--- src/rtl/core/psd_pkg.sv ---
// shared constants and types for the population standard deviation unit
package psd_pkg;

    // default sizing
    localparam int PSD_MAX_SAMPLES = 1024;
    localparam int PSD_SAMPLE_BITS = 16;

    // fixed widths of the result fields
    localparam int PSD_STD_W   = 16;
    localparam int PSD_MEAN_W  = 16;
    localparam int PSD_COUNT_W = 11;

    // status of a multi-cycle arithmetic unit
    typedef struct packed {
        logic busy;
        logic done;
    } psd_stat_t;

endpackage

--- src/rtl/core/psd_divider.sv ---
// restoring unsigned divider, one quotient bit per cycle
module psd_divider
    import psd_pkg::*;
#(
    parameter int DVD_W = 43,
    parameter int DVS_W = 11
) (
    input  logic             aclk,
    input  logic             aresetn,
    input  logic             start,
    input  logic [DVD_W-1:0] dividend,
    input  logic [DVS_W-1:0] divisor,
    output psd_stat_t        stat,
    output logic [DVD_W-1:0] quotient
);

    localparam int STEP_W = $clog2(DVD_W + 1);

    logic [DVD_W-1:0]  quo_reg;
    logic [DVS_W-1:0]  rem_reg;
    logic [STEP_W-1:0] step_reg;
    logic              busy_reg;
    logic              done_reg;

    logic [DVS_W:0]    rem_shift;
    logic [DVS_W:0]    rem_diff;
    logic              fits;
    logic [DVS_W-1:0]  rem_next;

    // one trial subtraction per cycle
    always_comb begin
        rem_shift = {rem_reg, quo_reg[DVD_W-1]};
        rem_diff  = rem_shift - {1'b0, divisor};
        fits      = (rem_shift >= {1'b0, divisor});
        rem_next  = fits ? rem_diff[DVS_W-1:0] : rem_shift[DVS_W-1:0];
    end

    // control
    always_ff @(posedge aclk) begin
        if (!aresetn) begin
            busy_reg <= 1'b0;
            done_reg <= 1'b0;
            step_reg <= '0;
        end else begin
            done_reg <= 1'b0;
            if (start) begin
                busy_reg <= 1'b1;
                step_reg <= STEP_W'(DVD_W);
            end else if (busy_reg) begin
                step_reg <= step_reg - 1'b1;
                if (step_reg == STEP_W'(1)) begin
                    busy_reg <= 1'b0;
                    done_reg <= 1'b1;
                end
            end
        end
    end

    // datapath
    always_ff @(posedge aclk) begin
        if (start) begin
            quo_reg <= dividend;
            rem_reg <= '0;
        end else if (busy_reg) begin
            quo_reg <= {quo_reg[DVD_W-2:0], fits};
            rem_reg <= rem_next;
        end
    end

    assign stat.busy = busy_reg;
    assign stat.done = done_reg;
    assign quotient  = quo_reg;

endmodule

--- config.mk ---
export PLATFORM = sky130hd
export DESIGN_NAME = psd_divider
export DESIGN_NICKNAME = d
export VERILOG_FILES = /design/src/rtl/core/psd_pkg.sv /design/src/rtl/core/psd_divider.sv
export SDC_FILE = /design/constraint.sdc
export NUM_CORES = 1
export LEC_CHECK = 0
export BUFFER_PORTS_ARGS = -buffer_cell sky130_fd_sc_hd__buf_2
export CAP_MARGIN = 30
export CORE_ASPECT_RATIO = 1.75
export CORE_MARGIN = 3
export CORE_UTILIZATION = 45
export CTS_CLUSTER_SIZE = 14
export DETAILED_ROUTE_END_ITERATION = 10
export PLACE_DENSITY = 0.79
export SYNTH_ARGS = -nofsm -noshare
export SYNTH_HDL_FRONTEND = slang
export SYNTH_SLANG_ARGS = --single-unit
--- constraint.sdc ---
create_clock -name aclk -period 4.8 [get_ports aclk]
set_clock_uncertainty 0.2 [all_clocks]
set_input_delay 0.48 -clock aclk [delete_from_list [all_inputs] [get_ports aclk]]
set_output_delay 0.48 -clock aclk [all_outputs]
set_load 0.05 [all_outputs]
Yosys cells after proc, flatten, opt, wreduce, memory -nomap -nowiden
Cells that the tools add are included.
{"block": "word_totals", "ff_bits": 62, "output_inout_bits": 45}
{"block": "op_classes", "add_sub_neg": 2, "n_lt_le_gt_ge": 1, "n_eq_ne": 1, "mux": 9, "n_bitwise": 2, "reduce_logical": 3}
{"op": "43-bit 2-to-1 mux", "n": 2}
{"op": "12-bit by 11-bit >= comparator with 1-bit output", "n": 1}
{"op": "6-bit 2-to-1 mux", "n": 2}
{"op": "11-bit 2-to-1 mux", "n": 1}
{"op": "11-bit subtractor", "n": 1}
{"op": "6-bit by 1-bit == test with 1-bit output, second input constant", "n": 1}
{"op": "6-bit by 1-bit subtractor with 6-bit output, second input constant", "n": 1}
{"op": "1-bit 2-to-1 mux", "n": 4}
{"op": "3-bit OR reduction", "n": 1}
{"op": "1-bit NOT", "n": 2}
{"op": "2-bit nonzero test", "n": 1}
{"op": "2-bit OR reduction", "n": 1}

Depth between registers and ports, before layout
{"block": "depth", "ltp_word": 4, "ltp_mapped": 10, "mapped_depth_nobuf": 9}

Worst setup path after synthesis
OpenSTA, ideal clock, no wires.
{"block": "synth_timing", "path_kind": "reg2reg", "startpoint": "register quo_reg[42] (netlist: quotient[42])", "endpoint": "register rem_reg[2]", "arrival_ns": 2.400, "required_ns": 4.462, "setup_slack_ns": 2.061, "path_stages_with_launch": 11, "path_buffers": 1, "synth_period_minus_slack_ns": 2.739, "cell_sequence": "edfxtp_1 inv_1 ha_1 fa_1 nor2b_1 o31a_2 o21ai_4 o21ai_4 buf_8 mux2i_1 a211oi_2"}
{"block": "synth_via", "elab_chain_cells": 2, "elab_cells_between_ends": 3, "cone_classes": "add/sub (1); order compare (1); mux (1)"}
{"item": "start, declared", "line_no": "psd_divider.sv:19", "rtl": "logic [DVD_W-1:0] quo_reg;"}
{"item": "start signal, assigned", "line_no": "psd_divider.sv:62", "rtl": "quo_reg <= dividend;"}
{"item": "start signal, assigned", "line_no": "psd_divider.sv:65", "rtl": "quo_reg <= {quo_reg[DVD_W-2:0], fits};"}
{"item": "11-bit subtractor or 12-bit by 11-bit >= comparator with 1-bit output (tied branches)", "line_no": "psd_divider.sv:33, psd_divider.sv:34"}
{"item": "11-bit 2-to-1 mux *", "line_no": "psd_divider.sv:35", "rtl": "rem_next = fits ? rem_diff[DVS_W-1:0] : rem_shift[DVS_W-1:0];"}
{"item": "end signal, assigned", "line_no": "psd_divider.sv:66", "rtl": "rem_reg <= rem_next;"}
{"item": "end, declared", "line_no": "psd_divider.sv:20", "rtl": "logic [DVS_W-1:0] rem_reg;"}
Every way passes the cells marked *; elsewhere a longest branch is shown, timed or not.
A chain may end at the register's enable or synchronous reset.

Final worst setup path
Same ends and word-level chain as after synthesis.

==> metrics <==
# H-tree levels 3; minimum clock period 2640 ps; Required @ worst endpoint 4770 ps; Post-Synthesis Cells 271; Die Wd 70.8 microns; total CTS buffers 9; combinational power share 0.260; dpl hpwl 5190 microns; total power 1.69 mW; Fin. Hold Viols 0; vias in the first global route 2463; Post-Syn Area 3300 sq um; FP Rows 40; Critical Path AT 2610 ps; largest net degree at the start of global routing 57; Routed Antenna Nets 0; commonest non-fill, non-tap cell in the layout buf_2; port bufs 101; CTS tree done; Via density 5.35; final wirelength 7200 microns; fin crit share 0.550; leakage power 1.75 nW; PnR worst setup slack 2160 ps; VDD IR max 0.338 mV; yosys warns 0; diodes inserted 0; Psw 0.531 mW; drt pass-1 iters 4; layout cells sized above 1 0.455; switch share 0.313; Yosys cell types 48; fmax 378 MHz; Starting DRT DRC Count 107; first-pass GRT wire length 11700 microns; Syn-to-layout area delta 25.0%; status finished clean; filler instances 565; Post-Layout Cell Count 460; crit-path max FO 15; cts repair resizes 0; max reg flops 43; I/O Pins 102; gr usage total 0.174; clk buf depth 2; Post-CTS Repair Setup Buffers 0; Die H 119 microns; most frequent cells in the layout buf_2, mux2_2, edfxtp_1; Starting Density 0.471; Tightest Pin Transition 986 ps; Worst Setup Path Type reg2reg; Root Driver clkbuf_16; Worst Hold Class in2reg; max-capacitance violation count 0; GRT overflow 0; P_int 1.16 mW; Routed WL per cell 15.7 microns; number of synthesized flops with an enable pin 43; Net Count, Synth 342; setup TNS 0 ps; Place WS 1960 ps; CTS sink cnt 62; Final Max Slew Viols 0; slew margin rel. 0.340; DRC 0; register area share after synthesis 0.506; Worst-path clk slew 50 ps; PwrDens 410 nW/um^2; endpoint type of the worst setup path flip-flop; post-synthesis average cell area 12.2 sq um; Post-synth ARST share 0; nets 442; Finish-stage setup viols 0; cell total after placement 444; CP startpoint kind flip-flop; RSZ-0062 raised after global routing no; routability cong. 0.860; initial antenna violation count 0; Seq pwr share 0.398; Post-CTS Hold Buffers 0; Skew-Pair Late Insertion Delay 320 ps; Clk pwr share 0.342; core area 7010 sq um; post-synthesis sequential element count 62; die area 8440 sq um; DR vias 2461; ys flop type edfxtp_1
cell families after synthesis:
logic type	synth area share
AND/OR/NAND/NOR	0.0966
adder cells (fa/ha/maj)	0.0553
XOR/XNOR	0.0265
flip-flops	0.506
multiplexers	0.165
buffers and inverters	0.0432
AO/OA/AOI/OAI	0.108
cell type report:
type                    count  area [sq um]  share of cell area
clock buffers              14           264              0.0639
clock inverters             2          8.76             0.00212
inverters                  18          67.6              0.0164
multi-input cells         177          1490               0.361
flip-flops and latches     62          1670               0.405
well taps                  84           105              0.0255
repair buffers            103           520               0.126
critical path, cell delays in order, from the launching register on:
cell	delay, ps
edfxtp_1	360
inv_1	70
ha_1	210
fa_1	410
nor2b_1	160
o31a_2	190
o21ai_4	100
o21ai_4	420
mux2i_1	280
a211oi_2	90
synthesized netlist by cell type, drive strengths merged (2+ instances only):
cell    instances  area share
a211oi          7       0.019
a21boi          3      0.0068
a21oi           9       0.014
a311oi          2      0.0091
buf             9       0.017
clkbuf          5      0.0057
dfxtp          19        0.12
edfxtp         43        0.39
ha             13       0.049
inv            18       0.020
mux2           43        0.15
mux2i           6       0.018
nand2          12       0.014
nand2b          4      0.0076
nand3           6       0.013
nor2           19       0.022
nor2b           3      0.0057
nor3            3      0.0045
nor4            5       0.016
o211ai          2      0.0045
o21a            3      0.0068
o21ai          11       0.023
o22ai           2      0.0038
o311ai          2      0.0076
o31a            2      0.0057
xnor2           9       0.024
per-layer routing:
layer  up-vias  wire length [microns]  track usage
li1       1196                      -            -
met1      1153                   2850        0.200
met2        96                   3570        0.288
met3        16                    611       0.0642
met4         0                    177       0.0729
met5         -                      0            0
metrics by stage:
stage / utilization / hold slack (ps) / cell area (sq um)
floorplan: - / 274 / 3300
global placement: 0.550 / 297 / 3860
detailed placement: 0.550 / 302 / 3860
CTS: 0.589 / 247 / 4130
global route: 0.589 / 250 / 4130
finish: 0.589 / 247 / 4130
worst paths after layout:
kind / start / endpoint / slack [ps] / depth (start not counted)
hold / removal: aresetn / step_reg[5]$_SDFFE_PN0P_ / 250 / 2
setup reg to reg: quotient[42]$_DFFE_PP_ / rem_reg[2]$_SDFFE_PP0P_ / 2160 / 9
hold reg to reg: rem_reg[4]$_SDFFE_PP0P_ / rem_reg[4]$_SDFFE_PP0P_ / 320 / 2
setup / recovery: quotient[42]$_DFFE_PP_ / rem_reg[2]$_SDFFE_PP0P_ / 2160 / 9
power by group through the flow:
| stage | registers (mW) | logic (mW) | clock network [mW] |
|---|---|---|---|
| 5_1_grt | 0.681 | 0.473 | 0.615 |
| 6_report | 0.674 | 0.440 | 0.580 |
| 3_3_place_gp | 0.681 | 0.434 | 0 |
| 4_1_cts | 0.674 | 0.443 | 0.591 |
| 2_1_floorplan | 0.816 | 0.205 | 0 |
| 3_5_place_dp | 0.682 | 0.439 | 0 |
Note: power is estimated with default switching activity, not from simulation.
