## src/rtl/core/psd_pkg.sv

```systemverilog
// shared constants and types for the population standard deviation unit
package psd_pkg;

    // default sizing
    localparam int PSD_MAX_SAMPLES = 1024;
    localparam int PSD_SAMPLE_BITS = 16;

    // fixed widths of the result fields
    localparam int PSD_STD_W   = 16;
    localparam int PSD_MEAN_W  = 16;
    localparam int PSD_COUNT_W = 11;

    // status of a multi-cycle arithmetic unit
    typedef struct packed {
        logic busy;
        logic done;
    } psd_stat_t;

endpackage

```

## src/rtl/core/psd_sqrt.sv

```systemverilog
// digit-by-digit floor square root, one result bit per cycle
module psd_sqrt
    import psd_pkg::*;
#(
    parameter int W = 43
) (
    input  logic         aclk,
    input  logic         aresetn,
    input  logic         start,
    input  logic [W-1:0] radicand,
    output psd_stat_t    stat,
    output logic [W-1:0] root
);

    // highest power of four that fits in W bits
    localparam int BIT0 = 2 * ((W - 1) / 2);

    logic [W-1:0] x_reg;
    logic [W-1:0] res_reg;
    logic [W-1:0] bit_reg;
    logic         busy_reg;
    logic         done_reg;

    logic [W:0]   trial;
    logic         ge;

    // compare remainder against res + bit
    always_comb begin
        trial = {1'b0, res_reg} + {1'b0, bit_reg};
        ge    = ({1'b0, x_reg} >= trial);
    end

    // control
    always_ff @(posedge aclk) begin
        if (!aresetn) begin
            busy_reg <= 1'b0;
            done_reg <= 1'b0;
        end else begin
            done_reg <= 1'b0;
            if (start) begin
                busy_reg <= 1'b1;
            end else if (busy_reg && bit_reg[0]) begin
                busy_reg <= 1'b0;
                done_reg <= 1'b1;
            end
        end
    end

    // datapath
    always_ff @(posedge aclk) begin
        if (start) begin
            x_reg   <= radicand;
            res_reg <= '0;
            bit_reg <= W'(1) << BIT0;
        end else if (busy_reg) begin
            if (ge) begin
                x_reg   <= x_reg - trial[W-1:0];
                res_reg <= (res_reg >> 1) + bit_reg;
            end else begin
                res_reg <= res_reg >> 1;
            end
            bit_reg <= bit_reg >> 2;
        end
    end

    assign stat.busy = busy_reg;
    assign stat.done = done_reg;
    assign root      = res_reg;

endmodule

```

## config.mk

```make
export PLATFORM = sky130hd
export DESIGN_NAME = psd_sqrt
export DESIGN_NICKNAME = d
export VERILOG_FILES = /design/src/rtl/core/psd_pkg.sv /design/src/rtl/core/psd_sqrt.sv
export SDC_FILE = /design/constraint.sdc
export NUM_CORES = 1
export LEC_CHECK = 0
export ABC_CLOCK_PERIOD_IN_PS = 11360
export BUFFER_PORTS_ARGS = -buffer_cell sky130_fd_sc_hd__buf_2
export CORE_MARGIN = 2
export CORE_UTILIZATION = 61
export DETAILED_ROUTE_END_ITERATION = 10
export GPL_ROUTABILITY_DRIVEN = 0
export PLACE_DENSITY = 0.79
export SLEW_MARGIN = 20
export SYNTH_ARGS = -nofsm -noshare
export SYNTH_HDL_FRONTEND = slang
export SYNTH_SLANG_ARGS = --single-unit
```

## constraint.sdc

```tcl
create_clock -name aclk -period 11.36 [get_ports aclk]
set_clock_uncertainty 0.1 [all_clocks]
set_input_delay 1.704 -clock aclk [delete_from_list [all_inputs] [get_ports aclk]]
set_output_delay 1.704 -clock aclk [all_outputs]
set_load 0.05 [all_outputs]
```

Word level (Yosys, flattened, before mapping)
Cells that the tools add are included.

Word-level logic and storage cells: 23. Output and inout bits: 45. Register bits after elaboration: 110. Input port bits: 46.

Magnitude comparators: 1. Bitwise operators: 1. Multiplexer cells: 7. Add/sub/neg operators: 3. Reductions and logical operators: 6.

Operator list (count): 43-bit two-way mux (4); 43-bit by 43-bit adder with 44-bit output (1); 43-bit by 44-bit >= comparator with 1-bit output (1); 42-bit by 43-bit adder with 43-bit output (1); 43-bit subtractor (1); 2-bit nonzero test (3); 1-bit two-way mux (3); 2-bit AND reduction (1); 2-bit OR reduction (1); 1-bit logical AND (1); 1-bit NOT (1).

Logic depth before layout (Yosys ltp)
Depth in word-level cells: 5. Gate-level depth with buffers: 24. Depth with buffers taken out: 21.

Worst setup path after synthesis
OpenSTA, ideal clock, no wires.

Path kind: register -> register. From: register res_reg[2], in the netlist root[2]. To: register x_reg[0] (enable). Setup slack: 3.163 ns. Arrival time: 7.594 ns. Data required time: 10.757 ns. Cell stages (with the launch flop): 23. Period minus slack after synthesis: 8.197 ns. Cell sequence: dfxtp_1 ha_1 a21oi_1 o21bai_1 a31o_2 a31oi_1 o21ai_0 a31o_2 a31oi_1 nor2b_1 xnor2_1 ha_1 buf_2 nand2_1 o21ai_0 a21oi_1 o31ai_1 a21o_1 o31ai_4 a21o_1 buf_4 buf_2 o21ai_0.

Longest elaborated chain between the ends: 4.

RTL lines: start: declaration (line psd_sqrt.sv:19) `logic [W-1:0] res_reg;`; start signal: assignment (line psd_sqrt.sv:58) `res_reg <= (res_reg >> 1) + bit_reg;`; start signal: assignment (line psd_sqrt.sv:60) `res_reg <= res_reg >> 1;`; 43-bit by 43-bit adder with 44-bit output (line psd_sqrt.sv:29) `trial = {1'b0, res_reg} + {1'b0, bit_reg};`; 43-bit by 44-bit >= comparator with 1-bit output (line psd_sqrt.sv:30) `ge = ({1'b0, x_reg} >= trial);`; 2-bit nonzero test (no source line); 2-bit AND reduction (no source line); end signal: assignment (line psd_sqrt.sv:52) `x_reg <= radicand;`; end signal: assignment (line psd_sqrt.sv:57) `x_reg <= x_reg - trial[W-1:0];`; end: declaration (line psd_sqrt.sv:18) `logic [W-1:0] x_reg;`.

Every way passes these cells. A chain may end at the register's enable or synchronous reset.

Worst setup path after layout
From: register bit_reg[0]. To: register res_reg[22], in the netlist root[22].

Longest elaborated chain between the ends: 3. Elaborated cells between the ends (all ways): 4. Those cells by class: add/sub (2); order compare (1); mux (1).

RTL lines: start: declaration (line psd_sqrt.sv:20) `logic [W-1:0] bit_reg;`; start signal: assignment (line psd_sqrt.sv:54) `bit_reg <= W'(1) << BIT0;`; start signal: assignment (line psd_sqrt.sv:62) `bit_reg <= bit_reg >> 2;`; 43-bit by 43-bit adder with 44-bit output (line psd_sqrt.sv:29); 43-bit by 44-bit >= comparator with 1-bit output (line psd_sqrt.sv:30); 43-bit two-way mux * (line psd_sqrt.sv:56) `if (ge) begin`.

Mark *: on every way between the ends. The rest lies on a longest branch, timed or not.

==> results.sh <==
export IMPL_root_buffer="clkbuf_16"
export IMPL_viasPerCell=6.355
export IMPL_yosysWarnings=0
export IMPL_cts_resized=0
export IMPL_clk_insertion_delay_late_ps=360
export IMPL_dp_hpwl_um=19140
export IMPL_cts_path_max_buffers=2
export IMPL_fp_dieH_um=131.1
export IMPL_diodes=0
export IMPL_dr_pass1_iters=5
export IMPL_cp_max_fo=17
export IMPL_final_max_slew_violation_count=0
export IMPL_syn_nets=1347
export IMPL_io_pins=91
export IMPL_async_flop_share_pct=0
export IMPL_clkTransAtPathRegs_ps=80
export IMPL_worst_ep_required_time_ps=11530
export IMPL_p_leak_nw=4.331
export IMPL_rows=46
export IMPL_synth_seq_cells=110
export IMPL_grt_overflow=0
export IMPL_end_kind="flip-flop"
export IMPL_setup_slack_ps=5153
export IMPL_grt_pass1_wl_um=42820
export IMPL_final_setup_viol_count=0
export IMPL_num_vias=9336
export IMPL_fmax_mhz=161.1
export IMPL_routed_wl_um=25850
export IMPL_ff2ff_path_depth=22
export IMPL_initial_core_util_pct=62.29
export IMPL_post_cts_buffers=0
export IMPL_synth_area_leader_cell="dfxtp_1"
export IMPL_grt_use_total_pct=30.01
export IMPL_synth_area_per_cell_um2=8.135
export IMPL_outcome="completed"
export IMPL_path_cells="ha_1, ha_1, a21oi_1, o21bai_1, a31o_2, a31oi_1, o21ai_0, a31oi_1, o31ai_1, mux2i_1, nor2_1, ha_1, nand4_1, nor3_1, nand2_1, a31oi_1, a21o_1, o31ai_4, a21oi_2, buf_4, mux2_2, a221oi_1"
export IMPL_tritoncts="built"
export IMPL_yosys_top_cells_area="dfxtp_1 (14%), edfxtp_1 (13%), ha_1 (11%), nand2_1 (4.9%), nor2_1 (4.8%)"
export IMPL_p_per_area_mw_per_mm2=239.3
export IMPL_synth_common_cells="nand2_1 (128), nor2_1 (125), ha_1 (88), o21ai_0 (88)"
export IMPL_ir_worst_vdd_v=0.0001416
export IMPL_nets=1383
export IMPL_hold_viol=0
export IMPL_min_to="bit_reg[40]"
export IMPL_die_area_mm2=0.01720
export IMPL_cts_sink_count=110
export IMPL_cts_htree_levels=3
export IMPL_fin_crit_sh_pct=54.64
export IMPL_drt_first_iter_violations=746
export IMPL_tns_ps=0
export IMPL_synth_area_mm2=0.009859
export IMPL_period_minus_slack_ps=6207
export IMPL_arrival_ps=6380
export IMPL_synthDistinctLibCells=79
export IMPL_grt_antenna_before_repair=0
export IMPL_numCtsBuffers=9
export IMPL_synth_top_cell_area_share_pct=13.60
export IMPL_synth_edf_count=43
export IMPL_cts_hold_buf=0
export IMPL_slew_headroom_pct=43.64
export IMPL_rsz0062_at_grt="false"
export IMPL_grt_pass1_vias=8412
export IMPL_drive_above_1_share_pct=11.49
export IMPL_portBuffers=90
export IMPL_synthCells=1212
export IMPL_max_cap_viol_count=0
export IMPL_worst_path_buf_inv=1
export IMPL_worst_slew_pin_slew_ps=845.3
export IMPL_r2r_slack_ps=5150
export IMPL_start_kind="flip-flop"
export IMPL_slowest_stage="a21oi_2"
export IMPL_dp_slack_ps=5331
export IMPL_post_route_drc_count=0
export IMPL_drtAntennaViolNets=0
export IMPL_wl_per_cell_um=17.60
export IMPL_r2r_end="root[22]"
export IMPL_area_growth_pct=7.601
export IMPL_min_path_cells=2
export IMPL_cpLargestDelayFamily="compound AO/OA/AOI/OAI gates"
export IMPL_core_mm2=0.01583
export IMPL_hold_path_startpoint="bit_reg[40]"
export IMPL_reg2reg_from="bit_reg[0]"
export IMPL_grt_max_degree=82
export IMPL_synth_yosys_seq_area_share_pct=26.70
export IMPL_yosysMostFrequentCell="nand2_1"
export IMPL_synth_ff_type="dfxtp_1"
export IMPL_hold_path_class="flip-flop to flip-flop"
export IMPL_criticalPathCategory="flip-flop to flip-flop"
export IMPL_die_x_um=131.1
export IMPL_max_stage_delay_ps=690
==> worst min-delay path, stage by stage (launching register included) <==
cell and delay, ps:
dfxtp_1 340, nand2_1 70, a21oi_1 60
==> per-layer routing <==
layer  GRT usage, %  share of wire [%]  vias to the layer above
met3          2.816                7.1                       53
met4          10.02                2.6                        0
met2          45.44                 43                      388
met1          44.88                 47                     4311
met5              0                  0                        -
li1               -                  -                     4584
==> cells in the final DEF (no fill, tap or decap), types with 9 or more instances in the layout <==
master,count
a31o_2,9
nor2b_1,10
xnor2_1,50
a21oi_1,67
nand3_1,17
nand2b_1,9
mux2i_1,36
or3_1,11
nor3_1,19
a221oi_1,9
a311oi_1,15
a31oi_1,42
buf_2,89
o21ai_0,87
a211oi_1,21
o21bai_1,10
nand4_1,24
inv_1,37
a21o_1,48
ha_1,88
clkbuf_16,10
o31ai_1,18
nand2_1,128
edfxtp_1,43
nor2_1,125
xor2_1,36
dfxtp_1,66
==> final cells by class <==
class,count,area (um^2)
multi-input cells,992,6761
inverters,38,142.6
fillers,1362,5219
well taps,216,270.3
repair buffers,97,505.5
clock inverters,3,23.77
clock buffers,13,271.5
flip-flops and latches,110,2634
==> through the flow <==
step                      cell area [um^2]  total power [mW]  hold WS [ps]  util [%]  std cells
after global routing                 10610             2.722         454.7     67.03       1469
final                                10610             2.539         410.3     67.03       1469
after global placement               10310             2.149         401.5     65.16       1453
after detailed placement             10310             2.179         400.8     65.16       1453
after CTS                            10610             2.516         412.1     67.03       1469
after floorplan                       9859             1.868         378.1         -       1212
==> kinds of logic after synthesis <==
family	count (synthesis)	synth area share [%]
flops	110	26.70
xor+xnor	86	7.640
simple gates	375	17.25
fa+ha+maj	89	11.37
mux	42	4.340
compound gates	400	27.87
buf+inv	110	4.835
==> report_power, final <==
part / switching, mW / internal (mW) / total, mW
clock network: 0.155 / 0.170 / 0.325
registers: 0.0911 / 0.547 / 0.638
logic: 0.969 / 0.607 / 1.58
==> worst max-delay path by stage <==
stage | start | endpoint | depth (start not counted)
final | bit_reg[0] | root[22] | 22
after global routing | bit_reg[0] | root[22] | 22
after CTS | bit_reg[0] | root[22] | 22
after detailed placement | bit_reg[0] | root[22] | 22
after global placement | bit_reg[0] | root[22] | 22
after floorplan | root[2] | x_reg[0] | 22
(Power assumes the default switching activity.)
